[config.mk]
export PLATFORM = sky130hd
export DESIGN_NAME = yuv420_to_rgb565_rotate
export DESIGN_NICKNAME = d
export VERILOG_FILES = /design/src/sv/yuvrot_pkg.sv /design/src/sv/yuvrot_ctrl.sv /design/src/sv/yuvrot_color.sv /design/src/sv/yuvrot_addr.sv /design/src/sv/yuv420_to_rgb565_rotate.sv
export SDC_FILE = /design/constraint.sdc
export NUM_CORES = 1
export LEC_CHECK = 0
export ABC_AREA = 1
export BUFFER_PORTS_ARGS = -buffer_cell sky130_fd_sc_hd__buf_4
export CAP_MARGIN = 20
export CORE_MARGIN = 4
export CORE_UTILIZATION = 57
export CTS_CLUSTER_DIAMETER = 80
export DETAILED_ROUTE_END_ITERATION = 16
export PLACE_DENSITY = 0.89
export REMOVE_ABC_BUFFERS = 1
export SETUP_SLACK_MARGIN = 0.1
export SLEW_MARGIN = 20
export SYNTH_ARGS = -nofsm -noshare
export SYNTH_HDL_FRONTEND = slang
export SYNTH_SLANG_ARGS = --single-unit
[constraint.sdc]
create_clock -name clk -period 5.85 [get_ports clk]
set_clock_uncertainty 0.2 [all_clocks]
set_input_delay 0.8775 -clock clk [delete_from_list [all_inputs] [get_ports clk]]
set_output_delay 0.8775 -clock clk [all_outputs]
set_load 0.005 [all_outputs]
[src/sv/yuvrot_pkg.sv]
// Shared types, constants and helper functions for the YUV to RGB565 rotation block.
// No dependencies; every other file refers to it by scoped names.
package yuvrot_pkg;

	// Field widths of the stream and configuration ports.
	localparam int SAMPLE_W = 8;
	localparam int POS_W    = 10;
	localparam int CFG_W    = 11;
	localparam int PIX_W    = 16;
	localparam int ADDR_W   = 20;
	localparam int IDX_W    = 2;

	// Default frame size limit and register reset values.
	localparam int MAX_DIM_DEF = 1024;
	localparam logic [CFG_W-1:0] DIM_RESET = 11'd240;

	// Width of the signed channel sums; the largest one, blue, needs 19 bits.
	localparam int SUM_W = 20;

	// BT.601 studio range coefficients, scaled by 256.
	localparam logic signed [SUM_W-1:0] K_Y     = 20'sd298;
	localparam logic signed [SUM_W-1:0] K_RV    = 20'sd409;
	localparam logic signed [SUM_W-1:0] K_GU    = 20'sd100;
	localparam logic signed [SUM_W-1:0] K_GV    = 20'sd208;
	localparam logic signed [SUM_W-1:0] K_BU    = 20'sd516;
	localparam logic signed [SUM_W-1:0] K_ROUND = 20'sd128;
	localparam logic signed [8:0]       Y_OFS   = 9'sd16;
	localparam logic signed [8:0]       C_OFS   = 9'sd128;

	// Configuration register indexes.
	typedef enum logic [IDX_W-1:0] {
		REG_ROTATION   = 2'd0,
		REG_SRC_WIDTH  = 2'd1,
		REG_SRC_HEIGHT = 2'd2
	} reg_idx_t;

	// Rotation codes.
	typedef enum logic [1:0] {
		ROT_NONE = 2'd0,
		ROT_90   = 2'd1,
		ROT_180  = 2'd2,
		ROT_270  = 2'd3
	} rot_t;

	// Load enables of the three pipeline stages.
	typedef struct packed {
		logic en1;
		logic en2;
		logic en3;
	} pipe_ctl_t;

	// Drop the fraction of a rounded channel sum and clamp it to 0..255.
	function automatic logic [SAMPLE_W-1:0] clamp_channel(input logic signed [SUM_W-1:0] t);
		logic [SUM_W-10:0] q;
		q = t[SUM_W-2:8];
		if (t < 0) begin
			return '0;
		end else if (q > (SUM_W-9)'(255)) begin
			return 8'hFF;
		end else begin
			return q[SAMPLE_W-1:0];
		end
	endfunction

endpackage

[src/sv/yuvrot_ctrl.sv]
// Valid bits and stage enables of the three-stage pipeline.
// Depends on yuvrot_pkg for the stage enable struct.
module yuvrot_ctrl (
	input  logic                  clk,
	input  logic                  arst_n,
	input  logic                  in_valid,
	output logic                  in_ready,
	output logic                  out_valid,
	input  logic                  out_ready,
	output yuvrot_pkg::pipe_ctl_t ctl
);

	logic valid_s1, valid_s2, valid_s3;
	logic adv1, adv2, adv3;

	// A stage takes a new word when it is empty or its word moves on.
	assign adv3 = !valid_s3 || out_ready;
	assign adv2 = !valid_s2 || adv3;
	assign adv1 = !valid_s1 || adv2;

	assign ctl.en1  = adv1;
	assign ctl.en2  = adv2;
	assign ctl.en3  = adv3;
	assign in_ready  = adv1;
	assign out_valid = valid_s3;

	// Valid bits travel with the data.
	always_ff @(posedge clk or negedge arst_n) begin
		if (!arst_n) begin
			valid_s1 <= 1'b0;
			valid_s2 <= 1'b0;
			valid_s3 <= 1'b0;
		end else begin
			if (adv1) begin
				valid_s1 <= in_valid;
			end
			if (adv2) begin
				valid_s2 <= valid_s1;
			end
			if (adv3) begin
				valid_s3 <= valid_s2;
			end
		end
	end

endmodule

[src/sv/yuvrot_color.sv]
// Color datapath: BT.601 studio range YCbCr to clamped RGB, packed as RGB565.
// Depends on yuvrot_pkg for coefficients, the clamp function and stage enables.
module yuvrot_color (
	input  logic                                clk,
	input  yuvrot_pkg::pipe_ctl_t               ctl,
	input  logic [yuvrot_pkg::SAMPLE_W-1:0]     luma,
	input  logic [yuvrot_pkg::SAMPLE_W-1:0]     chroma_blue,
	input  logic [yuvrot_pkg::SAMPLE_W-1:0]     chroma_red,
	output logic [yuvrot_pkg::PIX_W-1:0]        pixel_value
);

	localparam int SW = yuvrot_pkg::SUM_W;

	logic signed [8:0]    y_off, u_off, v_off;
	logic signed [SW-1:0] c_s1, rv_s1, gu_s1, gv_s1, bu_s1;
	logic signed [SW-1:0] r_sum_s2, g_sum_s2, b_sum_s2;
	logic [yuvrot_pkg::SAMPLE_W-1:0] r8, g8, b8;
	logic [yuvrot_pkg::PIX_W-1:0] pixel_s3;

	// Remove the studio range offsets.
	assign y_off = $signed({1'b0, luma})        - yuvrot_pkg::Y_OFS;
	assign u_off = $signed({1'b0, chroma_blue}) - yuvrot_pkg::C_OFS;
	assign v_off = $signed({1'b0, chroma_red})  - yuvrot_pkg::C_OFS;

	// Stage 1: constant products.
	always_ff @(posedge clk) begin
		if (ctl.en1) begin
			c_s1  <= SW'(y_off) * yuvrot_pkg::K_Y;
			rv_s1 <= SW'(v_off) * yuvrot_pkg::K_RV;
			gu_s1 <= SW'(u_off) * yuvrot_pkg::K_GU;
			gv_s1 <= SW'(v_off) * yuvrot_pkg::K_GV;
			bu_s1 <= SW'(u_off) * yuvrot_pkg::K_BU;
		end
	end

	// Stage 2: channel sums with the rounding term.
	always_ff @(posedge clk) begin
		if (ctl.en2) begin
			r_sum_s2 <= c_s1 + rv_s1 + yuvrot_pkg::K_ROUND;
			g_sum_s2 <= c_s1 - gu_s1 - gv_s1 + yuvrot_pkg::K_ROUND;
			b_sum_s2 <= c_s1 + bu_s1 + yuvrot_pkg::K_ROUND;
		end
	end

	// Stage 3: clamp each channel and keep its top 5, 6 and 5 bits.
	assign r8 = yuvrot_pkg::clamp_channel(r_sum_s2);
	assign g8 = yuvrot_pkg::clamp_channel(g_sum_s2);
	assign b8 = yuvrot_pkg::clamp_channel(b_sum_s2);

	always_ff @(posedge clk) begin
		if (ctl.en3) begin
			pixel_s3 <= {r8[7:3], g8[7:2], b8[7:3]};
		end
	end

	assign pixel_value = pixel_s3;

endmodule

[src/sv/yuvrot_addr.sv]
// Address datapath: frame check, rotation of the position and linear destination index.
// Depends on yuvrot_pkg for widths, rotation codes and stage enables.
module yuvrot_addr #(
	parameter int MAX_DIM = yuvrot_pkg::MAX_DIM_DEF
) (
	input  logic                              clk,
	input  yuvrot_pkg::pipe_ctl_t             ctl,
	input  yuvrot_pkg::rot_t                  rotation,
	input  logic [yuvrot_pkg::CFG_W-1:0]      src_width,
	input  logic [yuvrot_pkg::CFG_W-1:0]      src_height,
	input  logic [yuvrot_pkg::POS_W-1:0]      src_col,
	input  logic [yuvrot_pkg::POS_W-1:0]      src_row,
	output logic [yuvrot_pkg::POS_W-1:0]      dest_col,
	output logic [yuvrot_pkg::POS_W-1:0]      dest_row,
	output logic [yuvrot_pkg::ADDR_W-1:0]     dest_addr,
	output logic                              outside_frame
);

	localparam int DIM_W = $clog2(MAX_DIM + 1);
	localparam int CW    = (DIM_W > yuvrot_pkg::POS_W) ? DIM_W : yuvrot_pkg::POS_W;
	localparam int EXT_W = (CW > yuvrot_pkg::CFG_W) ? CW : yuvrot_pkg::CFG_W;
	localparam int PW    = 2 * CW;

	logic [CW-1:0] w, h, sx, sy, dx, dy, rot_w;
	logic          outside;

	logic [CW-1:0] dx_s1, dy_s1, rotw_s1;
	logic          outside_s1;
	logic [PW-1:0] prod_s2;
	logic [CW-1:0] dx_s2, dy_s2;
	logic          outside_s2;
	logic [PW-1:0] addr_full;

	logic [yuvrot_pkg::POS_W-1:0]  col_s3, row_s3;
	logic [yuvrot_pkg::ADDR_W-1:0] addr_s3;
	logic                          outside_s3;

	// Frame sizes above the limit saturate to it.
	assign w = (EXT_W'(src_width) > EXT_W'(MAX_DIM)) ? CW'(MAX_DIM) : CW'(src_width);
	assign h = (EXT_W'(src_height) > EXT_W'(MAX_DIM)) ? CW'(MAX_DIM) : CW'(src_height);
	assign sx = CW'(src_col);
	assign sy = CW'(src_row);
	assign outside = (sx >= w) || (sy >= h);

	// Rotated position and the width of the rotated frame.
	always_comb begin
		unique case (rotation)
			yuvrot_pkg::ROT_90: begin
				dx    = h - CW'(1) - sy;
				dy    = sx;
				rot_w = h;
			end
			yuvrot_pkg::ROT_180: begin
				dx    = w - CW'(1) - sx;
				dy    = h - CW'(1) - sy;
				rot_w = w;
			end
			yuvrot_pkg::ROT_270: begin
				dx    = sy;
				dy    = w - CW'(1) - sx;
				rot_w = h;
			end
			default: begin
				dx    = sx;
				dy    = sy;
				rot_w = w;
			end
		endcase
	end

	// Stage 1: frame check and rotation.
	always_ff @(posedge clk) begin
		if (ctl.en1) begin
			dx_s1      <= dx;
			dy_s1      <= dy;
			rotw_s1    <= rot_w;
			outside_s1 <= outside;
		end
	end

	// Stage 2: row times rotated width.
	always_ff @(posedge clk) begin
		if (ctl.en2) begin
			prod_s2    <= PW'(dy_s1) * PW'(rotw_s1);
			dx_s2      <= dx_s1;
			dy_s2      <= dy_s1;
			outside_s2 <= outside_s1;
		end
	end

	// Stage 3: add the column; a position outside the frame gives zeros.
	assign addr_full = prod_s2 + PW'(dx_s2);

	always_ff @(posedge clk) begin
		if (ctl.en3) begin
			outside_s3 <= outside_s2;
			if (outside_s2) begin
				col_s3  <= '0;
				row_s3  <= '0;
				addr_s3 <= '0;
			end else begin
				col_s3  <= dx_s2[yuvrot_pkg::POS_W-1:0];
				row_s3  <= dy_s2[yuvrot_pkg::POS_W-1:0];
				addr_s3 <= addr_full[yuvrot_pkg::ADDR_W-1:0];
			end
		end
	end

	assign dest_col      = col_s3;
	assign dest_row      = row_s3;
	assign dest_addr     = addr_s3;
	assign outside_frame = outside_s3;

endmodule

[src/sv/yuv420_to_rgb565_rotate.sv]
// YUV to RGB565 converter with 0/90/180/270 degree rotation of the pixel position.
// An accepted input word moves to its output word through the
// three register stages; throughput is one word per cycle while out_ready stays high.
// Empty stages fill while the output stalls. Reset empties the pipeline and sets
// rotation to none and both frame sizes to 240. Uses yuvrot_pkg, yuvrot_ctrl,
// yuvrot_color and yuvrot_addr.
module yuv420_to_rgb565_rotate #(
	parameter int MAX_DIM = yuvrot_pkg::MAX_DIM_DEF
) (
	input  logic                              clk,
	input  logic                              arst_n,
	input  logic                              cfg_we,
	input  logic [yuvrot_pkg::IDX_W-1:0]      cfg_index,
	input  logic [yuvrot_pkg::CFG_W-1:0]      cfg_wdata,
	input  logic                              in_valid,
	output logic                              in_ready,
	input  logic [yuvrot_pkg::SAMPLE_W-1:0]   luma,
	input  logic [yuvrot_pkg::SAMPLE_W-1:0]   chroma_blue,
	input  logic [yuvrot_pkg::SAMPLE_W-1:0]   chroma_red,
	input  logic [yuvrot_pkg::POS_W-1:0]      src_col,
	input  logic [yuvrot_pkg::POS_W-1:0]      src_row,
	output logic                              out_valid,
	input  logic                              out_ready,
	output logic [yuvrot_pkg::PIX_W-1:0]      pixel_value,
	output logic [yuvrot_pkg::POS_W-1:0]      dest_col,
	output logic [yuvrot_pkg::POS_W-1:0]      dest_row,
	output logic [yuvrot_pkg::ADDR_W-1:0]     dest_addr,
	output logic                              outside_frame
);

	yuvrot_pkg::rot_t                 rotation_q;
	logic [yuvrot_pkg::CFG_W-1:0]     src_width_q;
	logic [yuvrot_pkg::CFG_W-1:0]     src_height_q;
	yuvrot_pkg::pipe_ctl_t            ctl;

	// Configuration registers; an index past the list is ignored.
	always_ff @(posedge clk or negedge arst_n) begin
		if (!arst_n) begin
			rotation_q   <= yuvrot_pkg::ROT_NONE;
			src_width_q  <= yuvrot_pkg::DIM_RESET;
			src_height_q <= yuvrot_pkg::DIM_RESET;
		end else if (cfg_we) begin
			unique case (yuvrot_pkg::reg_idx_t'(cfg_index))
				yuvrot_pkg::REG_ROTATION:   rotation_q   <= yuvrot_pkg::rot_t'(cfg_wdata[1:0]);
				yuvrot_pkg::REG_SRC_WIDTH:  src_width_q  <= cfg_wdata;
				yuvrot_pkg::REG_SRC_HEIGHT: src_height_q <= cfg_wdata;
				default: begin
				end
			endcase
		end
	end

	// Pipeline control.
	yuvrot_ctrl u_ctrl (
		.clk       (clk),
		.arst_n    (arst_n),
		.in_valid  (in_valid),
		.in_ready  (in_ready),
		.out_valid (out_valid),
		.out_ready (out_ready),
		.ctl       (ctl)
	);

	// Color conversion.
	yuvrot_color u_color (
		.clk         (clk),
		.ctl         (ctl),
		.luma        (luma),
		.chroma_blue (chroma_blue),
		.chroma_red  (chroma_red),
		.pixel_value (pixel_value)
	);

	// Destination position and address.
	yuvrot_addr #(
		.MAX_DIM (MAX_DIM)
	) u_addr (
		.clk           (clk),
		.ctl           (ctl),
		.rotation      (rotation_q),
		.src_width     (src_width_q),
		.src_height    (src_height_q),
		.src_col       (src_col),
		.src_row       (src_row),
		.dest_col      (dest_col),
		.dest_row      (dest_row),
		.dest_addr     (dest_addr),
		.outside_frame (outside_frame)
	);

endmodule

==> impl_results.md <==
* Outcome: finished clean
* Vias per cell at 5.53
* Leak at 14.1 nW
* Clk_lat worst skew at 0.53 ns
* Post-layout minimum cycle time at 5.21 ns
* Mapped Avg Cell Area at 8.78 sq um
* Final setup viols at 0
* Num CTS Buffers at 34
* CTS Hold Bufs at 0
* HPWL after DPL at 48.7 mm
* Reg clk slew, reported paths at 0.06 ns
* Max transition margin at 36.6%
* Via count at 18800
* Gr ovfl total at 0
* Total power at 15.5 mW
* Setup bufs post-CTS at 0
* F_max at 192 MHz
* Post-DRT Antenna Nets at 0
* Total iterations of the first detailed-routing run at 8
* Core area at 41000 sq um
* Final #Nets at 3387
* Initial DRC count at 1747
* Compound-cell area share of the yosys netlist at 7.09%
* Die area at 45100 sq um
* Async set-or-reset flop fraction in the synthesized netlist at 10.1%
* FF/Latch Area at 7890 sq um
* Root Driver: clkbuf_16
* Initial antenna violation count at 0
* # fillers at 3247
* Leading area contributor after synthesis: edfxtp_1
* Hold crit path type: primary input to async pin
* Crit Path Category: flip-flop to flip-flop
* Final Max Slew Viols at 0
* Top cell type's share of synthesized area at 30.3%
* Peak VDD IR at 467 uV
* CP required at 5.93 ns
* CP arrival at 5.30 ns
* Starting Density at 58.0%
* Largest net degree at the start of global routing at 115
* Commonest non-fill, non-tap cells in the layout: nand2_1, inv_1, ha_1
* Total wire length at 59.9 mm
* Top_reg_cell synth: edfxtp_1
* TritonCTS Sinks at 267
* Main combinational cell family by area after synthesis: adder cells
* Setup TNS at 0 ns
* PwrDens at 587 nW/um^2
* Post-route cell area at 26400 sq um
* Synth top area cells: edfxtp_1, ha_1, fa_1
* Area of the multi-input gates at 13600 sq um
* CTS tree: yes
* Die Span Y at 212 microns
* Sequential fraction of the synthesis area at 33.2%
* Adder-cell share of the synthesized area at 30.2%
* Routability cong. at 0.978
* # rows at 74
* RSZ-0062 raised after global routing: no
* DRC Markers at 0
* Post-place instance area at 25200 sq um
* Worst Path Max Fanout at 12
* Post-synthesis cell area at 23800 sq um
* MaxCap Viol Count at 0
* Cells after synthesis at 2710
* Ant. Diodes at 0
* Fin crit share at 89.1%
* Resize count post-CTS at 0
* Chip Width at 212 microns
* Synth unique cells at 43
* Xor/xnor share of the synthesized area at 3.38%
* H-tree depth at 2
* Max Buffers Root-to-Sink at 3
* Worst-margin pin slew at 0.947 ns
* EDFF count, synth at 240
* Commonest non-fill, non-tap cell in the layout: nand2_1
* Port Buf Inserts at 120
* Mux share of post-synthesis cell area at 0%
* Layout cells sized above 1 at 7.45%
* Critical Path End Type: flip-flop
* Boundary pin count at 121
* Layout area overhead at 11.2%
* First-pass GRT wire length at 96.3 mm
* Ys Warns at 0
* Avg WL per Cell at 17.7 microns
* Final hold vios at 0
* Post-synthesis simple-gate area fraction at 16.4%
* Total global-route track usage at 26.7%
* #FFs+latches synth at 267
* Vias in the first global route at 19000
* Crit path launch type: flip-flop
-- per-stage QoR --
step / hold WS, ns / worst slack, ns / util, % / instances
after floorplan: 0.200 / -0.0535 / - / 2672
after global placement: 0.201 / 0.729 / 61.5 / 3328
after detailed placement: 0.205 / 0.647 / 61.5 / 3328
after CTS: 0.0657 / 0.687 / 64.5 / 3390
after global routing: 0.0778 / 0.358 / 64.5 / 3390
final: 0.0644 / 0.635 / 64.5 / 3390
-- path summary, 6_finish.rpt --
path / from / to / slack, ns / depth (start not counted)
max: u_addr.dy_s1[4] / u_addr.prod_s2[19] / 0.64 / 18
min: arst_n / u_ctrl.out_valid / 0.06 / 1
max reg2reg: u_addr.dy_s1[4] / u_addr.prod_s2[19] / 0.64 / 18
min reg2reg: u_addr.dx_s1[1] / u_addr.dx_s2[1] / 0.22 / 0
max in group asynchronous: arst_n / src_height_q[6] / 5.07 / 1
min in group clk: u_addr.dx_s1[1] / u_addr.dx_s2[1] / 0.22 / 0
-- area by class of cell --
class	count	share of cell area, %
repair buffers	124	3.57
inverters	576	8.18
clock buffers	38	3.52
flip-flops and latches	267	29.9
well taps	532	2.52
multi-input cells	1829	51.4
clock inverters	24	1.00
-- cells in the mapped netlist (2+ instances only) --
cell type  number
nand4_1        32
nor4_1          3
or3_1           3
xor2_1         67
buf_2           7
a21oi_1       142
o21a_1          4
nand2_1       587
dfrtp_1        19
nor2_1        156
edfxtp_1      240
clkbuf_1       30
dfstp_2         8
o2111ai_1       7
o21bai_1       12
o21ai_2         8
fa_1          136
xnor2_1        21
nand3_1       121
xor2_2          2
nand3_2         3
inv_2           2
a31oi_1         4
o21ai_1        11
o21ai_0       101
a211oi_1        2
a21o_1         10
and2_1          2
nand3b_1       12
ha_1          357
or2_2           3
inv_1         574
nor3_1         14
-- logic make-up (layout without fill, tap and decap cells) --
kind of cell,count (synthesis),count (layout)
and+or+nand+nor,940,940
AOI/OAI and AO/OA,306,306
DFF,267,267
adders and majority gates,493,493
buffers and inverters,614,762
xor gates and xnor gates,90,90
-- routing by layer --
| layer | vias up | GRT usage [%] | routed length (microns) |
|---|---|---|---|
| met5 | - | 0 | 0 |
| met4 | 0 | 11.8 | 2990 |
| met2 | 775 | 46.1 | 29200 |
| li1 | 8958 | - | - |
| met3 | 173 | 3.20 | 3760 |
| met1 | 8844 | 34.1 | 23900 |
-- sequential cells by signal, summed over array words and instances (netlist names), 11 cells and up --
signal               count
u_addr.dest_addr        20
u_addr.prod_s2          20
u_color.rv_s1           19
u_color.c_s1            18
u_color.pixel_value     16
u_color.bu_s1           15
u_color.gu_s1           15
u_color.gv_s1           12
src_height_q            11
src_width_q             11
u_addr.dx_s1            11
u_addr.dx_s2            11
u_addr.dy_s1            11
u_addr.rotw_s1          11
-- where the power goes --
| group | total [mW] | switching (mW) | internal, mW |
|---|---|---|---|
| sequential | 3.75 | 0.530 | 3.22 |
| combinational | 9.57 | 6.02 | 3.55 |
| clock | 2.20 | 0.857 | 1.34 |
-- critical path: stages, from the launching register on --
cell      delay [ns]
edfxtp_1        0.66
nand2_1         0.11
inv_1           0.10
fa_1            0.45
fa_1            0.52
fa_1            0.53
fa_1            0.54
inv_1           0.05
fa_1            0.52
inv_1           0.04
ha_1            0.34
a21oi_1         0.25
o21ai_0         0.16
nand2_1         0.09
nand2_1         0.06
a21oi_1         0.19
inv_1           0.06
nand2_1         0.05
nand2_1         0.04
Note: power is estimated with default switching activity, not from simulation.
